===== config.mk =====
export PLATFORM = sky130hd
export DESIGN_NAME = aragf_cell
export DESIGN_NICKNAME = d
export VERILOG_FILES = /design/src/hdl/aragf_pkg.sv /design/src/hdl/aragf_cell.sv
export SDC_FILE = /design/constraint.sdc
export NUM_CORES = 1
export LEC_CHECK = 0
export ABC_AREA = 1
export ABC_CLOCK_PERIOD_IN_PS = 19800
export BUFFER_PORTS_ARGS = -buffer_cell sky130_fd_sc_hd__buf_2
export CORE_MARGIN = 2
export CORE_UTILIZATION = 53
export DETAILED_ROUTE_END_ITERATION = 12
export PLACE_DENSITY = 0.95
export SYNTH_ARGS = -nofsm -noshare
export SYNTH_HDL_FRONTEND = slang
export SYNTH_SLANG_ARGS = --single-unit

===== constraint.sdc =====
create_clock -name clk -period 19.8 [get_ports clk]
set_input_delay 2.97 -clock clk [delete_from_list [all_inputs] [get_ports clk]]
set_output_delay 2.97 -clock clk [all_outputs]
set_load 0.05 [all_outputs]

===== src/hdl/aragf_pkg.sv =====
// Shared types, codes and helpers of the address range gap finder.
package aragf_pkg;

	localparam int ADDR_W         = 48;
	localparam int MAX_RANGES_DEF = 64;

	// The page size must be a power of two; rounding is an add and a mask.
	localparam int PAGE_BYTES = 4096;

	localparam logic [ADDR_W-1:0] DEFAULT_BASE_RST = 48'h0040_0000_0000;
	localparam logic [ADDR_W-1:0] UPPER_LIMIT_RST  = 48'h7FFF_FFFF_F000;

	localparam logic [1:0] KIND_ADD     = 2'd0;
	localparam logic [1:0] KIND_FIND    = 2'd1;
	localparam logic [1:0] KIND_RESERVE = 2'd2;

	localparam logic [1:0] ST_OK      = 2'd0;
	localparam logic [1:0] ST_NOSPACE = 2'd1;
	localparam logic [1:0] ST_FULL    = 2'd2;

	localparam int         CFG_IDX_W        = 2;
	localparam logic [1:0] REG_DEFAULT_BASE = 2'd0;
	localparam logic [1:0] REG_UPPER_LIMIT  = 2'd1;

	typedef logic [ADDR_W-1:0] addr_t;
	// Rounded address with its carry bit on top; the carry marks a wrap.
	typedef logic [ADDR_W:0] rnd_t;

	// Priority signals rippling down the row of cells.
	typedef struct packed {
		logic hit;
		logic free;
	} chain_t;

	// Candidate range under test: [base, lim).
	typedef struct packed {
		addr_t base;
		addr_t lim;
	} cand_t;

	// Store command; only the lowest free cell takes it.
	typedef struct packed {
		logic  en;
		addr_t start;
		addr_t stop;
		rnd_t  stop_rnd;
	} wr_t;

	function automatic rnd_t page_round(input addr_t x);
		rnd_t s;
		s = {1'b0, x} + rnd_t'(PAGE_BYTES - 1);
		return s & ~rnd_t'(PAGE_BYTES - 1);
	endfunction

endpackage


===== src/hdl/aragf_cell.sv =====
// One table slot: stores a range, tests it against the candidate, joins the priority chains.
module aragf_cell (
	input  logic                 clk,
	input  logic                 arst_n,
	input  aragf_pkg::chain_t    chain_in,
	output aragf_pkg::chain_t    chain_out,
	input  aragf_pkg::cand_t     cand,
	input  aragf_pkg::wr_t       wr,
	output logic                 hit_grant,
	output logic                 free_grant,
	output aragf_pkg::rnd_t      sel_rnd
);
	import aragf_pkg::*;

	logic  valid_q;
	addr_t start_q;
	addr_t stop_q;
	rnd_t  rnd_q;
	logic  hit_here;

	// Overlap unless the candidate ends at or before start, or begins at or after the end.
	assign hit_here = valid_q && (cand.lim > start_q) && (cand.base < stop_q);

	assign hit_grant  = hit_here && !chain_in.hit;
	assign free_grant = !valid_q && !chain_in.free;

	assign chain_out.hit  = chain_in.hit | hit_here;
	assign chain_out.free = chain_in.free | !valid_q;

	assign sel_rnd = hit_grant ? rnd_q : '0;

	always_ff @(posedge clk or negedge arst_n) begin
		if (!arst_n) begin
			valid_q <= 1'b0;
		end else if (wr.en && free_grant) begin
			valid_q <= 1'b1;
		end
	end

	always_ff @(posedge clk) begin
		if (wr.en && free_grant) begin
			start_q <= wr.start;
			stop_q  <= wr.stop;
			rnd_q   <= wr.stop_rnd;
		end
	end

endmodule


# --- Word level (Yosys, flattened, before mapping) ---
# Cells that the tools add are included.
# Widths: inputs -> output; s select.
classes:
  order_cmp: 2
  n_mux: 1
  n_bitwise: 2
  reduce_logical: 8
ops:
  columns: ["cell", "n"]
  rows:
  - ["$mux 49", 1]
  - ["$gt 48x48->1", 1]
  - ["$lt 48x48->1", 1]
  - ["$logic_and 1x1->1", 5]
  - ["$logic_not 1->1", 3]
  - ["$or 1x1->1", 2]
word_totals:
  register_bits: 146
  inputBits: 246
  output_inout_bits: 53
  word_cells: 17

# --- Longest topological paths before layout ---
depth:
  ltp_word: 5
  mapped_depth: 16
  depth_no_buf: 15

# --- Worst setup path before layout ---
# No wires, ideal clock.
synth_timing:
  kind: "in2reg"
  from: "input chain_in[0] (netlist bit)"
  to: "register rnd_q[0] (enable)"
  setup_ns: 0.826
  arrival_ns: 12.817
  t_required_ns: 18.974
  path_slack_ns: 6.157
  path_stages: 1
  n_path_buf: 0
  path_cell_list: "nor3_1"
synth_between:
  elab_chain_len: 3
synth_lines:
  columns: ["element", "line", "text"]
  rows:
  - ["start: declaration", "aragf_cell.sv:5", "input aragf_pkg::chain_t chain_in,"]
  - ["$logic_not 1->1", "aragf_cell.sv:25", "assign free_grant = !valid_q && !chain_in.free;"]
  - ["$logic_and 1x1->1", "aragf_cell.sv:25", null]
  - ["$logic_and 1x1->1", "aragf_cell.sv:41", "if (wr.en && free_grant) begin"]
  - ["end signal: assignment", "aragf_cell.sv:44", "rnd_q <= wr.stop_rnd;"]
  - ["end: declaration", "aragf_cell.sv:18", "rnd_t rnd_q;"]
# No other way between the ends.
# A chain may end at the register's enable or synchronous reset.

# --- Worst setup path in the final report ---
layout_timing:
  from: "input cand[47] (netlist bit)"
  to: "output sel_rnd[6]"
layout_between:
  elab_chain_len: 5
layout_lines:
  columns: ["element", "line", "text"]
  rows:
  - ["start: declaration", "aragf_cell.sv:7", "input aragf_pkg::cand_t cand,"]
  - ["$gt 48x48->1", "aragf_cell.sv:22", "assign hit_here = valid_q && (cand.lim > start_q) && (cand.base < stop_q);"]
  - ["$logic_and 1x1->1 (2 in a row)", "aragf_cell.sv:22", null]
  - ["$logic_and 1x1->1", "aragf_cell.sv:24", "assign hit_grant = hit_here && !chain_in.hit;"]
  - ["$mux 49", "aragf_cell.sv:30", "assign sel_rnd = hit_grant ? rnd_q : '0;"]
  - ["end: declaration", "aragf_cell.sv:11", "output aragf_pkg::rnd_t sel_rnd"]
# No other way between the ends.

==> flow_metrics.py <==
metrics = {
    "route": {
        "drt-pass1-iter-count": 4,
        "via_count": 5923,
        "wire_per_inst_um": 15.3,
        "dr_wl_met3_mm": 1.80,
        "ant_nets": 0,
        "top_layer": "met5",
        "wl_met1_mm": 6.06,
        "wl_mm": 18.5,
        "drcViolationCount": 0,
        "wl_met2_mm": 10.1,
        "via_per_inst": 4.89,
        "dr.first_iter.drc_count": 240,
    },
    "global_routing": {
        "grt_max_degree": 61,
        "antenna_found_initial": 4,
        "track_usage": 0.242,
        "grt_pass1_wl_mm": 27.4,
        "grt_pass1_vias": 6152,
        "overflow": 0,
    },
    "logic_synthesis": {
        "yosysWarnings": 0,
        "yosysUniqueCellTypes": 22,
        "syn_nets": 1043,
        "ys_top_cells_by_area": "edfxtp_1 57%, ha_1 16%, inv_1 8.8%",
        "synth_top_cell_by_area": "edfxtp_1",
        "synth_cells": 702,
        "synth_top_area_share": 0.572,
        "syn_avg_cell_area_um2": 10.8,
        "synth.cell_area_um2": 7610,
        "synth_seq_cells": 146,
        "yosysSeqAreaShare": 0.576,
    },
    "cells_and_area": {
        "area_delta_synth_final_pct": 30.7,
        "finalNonFillerCells": 1212,
        "drive_gt1_frac": 0.373,
        "fin_nets": 1358,
        "n_fill_cell": 967,
        "regArea_um2": 4380,
        "multi_input_comb_area_um2": 2500,
        "utilization": 0.713,
    },
    "clock_tree": {
        "cts_num_sinks": 146,
        "postCtsSetupBuffers": 0,
        "cts_tree": "done",
        "ctsHoldBuffers": 0,
        "cts_root_buf": "clkbuf_16",
        "clkLatencyLatePin_ns": 0.41,
        "h-tree-depth": 4,
        "numCtsBuffers": 17,
        "clk_path_buf_depth": 2,
        "clk_pin_slew_worst_paths_ns": 0.06,
        "cts_resized": 0,
    },
    "sta": {
        "rsz0062_at_grt": "false",
        "relSlewSlack": 0.304,
        "hold_ws_ns": 0.591,
        "setup_viol": 0,
        "hold_viol": 0,
        "maxSlewViolCount": 0,
        "finalSetupTns_ns": 0,
        "worst_pin_slew_ns": 1.04,
        "period_needed_ns": 8.69,
        "fin_crit_sh": 0.439,
        "fin_skew_ns": 0.00500,
        "fmax_mhz": 115,
    },
    "critical_path": {
        "reg2reg_slack_ns": 17.63,
        "cp-end-kind": "primary output",
        "reg2reg_from": "valid_q",
        "crit_path_max_fanout": 50,
        "setup.worst_path.start": "cand[47]",
        "reg2reg_depth": 3,
        "start_kind": "input port",
        "rr_endpoint": "rnd_q[24]",
        "cp_data_arrival_time_ns": 5.72,
        "cp_data_required_time_ns": 16.83,
        "path_class": "in2out",
    },
    "hold_path": {
        "min_from": "valid_q",
        "hp-class": "reg2reg",
        "hold_end": "valid_q",
        "whs_path_depth": 2,
    },
    "die": {
        "ios": 299,
        "die_y_um": 124,
        "die_area_um2": 15300,
        "core_um2": 13900,
        "die_w_um": 124,
        "core.rowCount": 43,
        "initial_utilization": 0.546,
    },
    "pwr": {
        "peakVddDrop_mv": 0.0653,
        "p_total_mw": 0.750,
        "pwr_density_cell_nw_per_um2": 75.4,
        "p_leak_nw": 5.14,
    },
    "placement": {
        "io_buffers": 298,
        "dpl.hpwl_mm": 14.9,
        "gp_congestion": 0.890,
        "dpl.cell_count": 1178,
    },
    "run": {
        "drv_cap": 0,
    },
    "outcome": {
        "status": "complete, no violations",
    },
}
[critical path, cell delays in order]
cell and delay [ns]:
buf_2 0.10, ha_1 0.29, nand2_1 0.07, nor2_1 0.15, and2_1 0.16, nand3_1 0.10, nor2_1 0.13, nand2_1 0.06
nand3_1 0.17, nand4_4 0.79, nor2_2 0.35, buf_2 0.32
[report_power, final]
group | switching [mW] | internal [mW] | total [mW]
Combinational | 0.0340 | 0.0291 | 0.0632
Sequential | 0 | 0.340 | 0.340
Clock | 0.124 | 0.223 | 0.347
[synth_stat cells]
master    number
edfxtp_1     145
a21o_1         4
a21oi_1       38
or2_2          1
nor2_1        29
dfrtp_1        1
inv_1        179
nand4_1        2
nor4_1         1
nor3_1         2
nor3b_1        1
nor3b_2        1
nand2_1      123
buf_6          5
and2_1         1
o21ai_0        6
nand3_1       13
o21a_1         3
nand4_4        1
ha_1          95
o21bai_1       1
nor2_2        50
[per-layer routing]
metal,up-vias,track usage
met3,49,0.0875
met4,2,0.107
met2,247,0.463
li1,2891,-
met5,-,0
met1,2734,0.228
[state kept, by name, summed over array words and instances, names as in the netlist]
register  flops
valid_q       1
stop_q       48
rnd_q        49
start_q      48
[layout make-up]
type                            count  area share
Inverter                          179      0.0676
Clock inverter                     14      0.0213
Tap cell                          180      0.0227
Timing Repair Buffer              301       0.152
Clock buffer                       18      0.0432
Antenna cell                        2    0.000503
Multi-Input combinational cell    372       0.252
Sequential cell                   146       0.441
[cell usage in the layout (no fill, tap or decap)]
cell | Yosys | final
clkbuf_1 | 0 | 1
clkinv_1 | 0 | 2
nand4_1 | 2 | 2
clkinv_4 | 0 | 2
diode_2 | 0 | 2
nand3_1 | 13 | 13
o21ai_0 | 6 | 6
and2_1 | 1 | 1
clkinvlp_4 | 0 | 3
a21o_1 | 4 | 4
o21bai_1 | 1 | 1
buf_2 | 0 | 298
or2_2 | 1 | 1
o21a_1 | 3 | 3
nor2_2 | 50 | 50
clkinv_2 | 0 | 1
nor3b_1 | 1 | 1
nor3_2 | 0 | 1
ha_1 | 95 | 95
clkbuf_16 | 0 | 17
bufinv_16 | 0 | 5
nand2_1 | 123 | 123
dfrtp_1 | 1 | 1
nand4_4 | 1 | 1
nor3_1 | 2 | 1
buf_4 | 0 | 3
inv_6 | 0 | 1
nor4_1 | 1 | 1
inv_1 | 179 | 179
nor2_1 | 29 | 29
a21oi_1 | 38 | 38
edfxtp_1 | 145 | 145
nor3b_2 | 1 | 1
[how the worst max path moves through the flow]
stage | endpoint | slack, ns | cells after the start
floorplan | rnd_q[0] | 6.16 | 1
global placement | sel_rnd[34] | 11.24 | 12
global route | sel_rnd[30] | 10.79 | 12
detailed placement | sel_rnd[28] | 11.07 | 12
finish | sel_rnd[6] | 11.11 | 12
CTS | sel_rnd[28] | 11.07 | 12
[metrics by stage]
stage	cell area, um^2	setup WS (ns)
6_report	9940	11.11
4_1_cts	9940	11.07
5_1_grt	9940	10.79
3_5_place_dp	9300	11.07
3_3_place_gp	9300	11.24
2_1_floorplan	7610	6.16
[logic make-up after synthesis]
group,synth area share
and+or+nand+nor,0.136
adders and majority gates,0.156
AOI/OAI and AO/OA,0.0368
DFF,0.576
buffers and inverters,0.0957
Note: power is estimated with default switching activity, not from simulation.
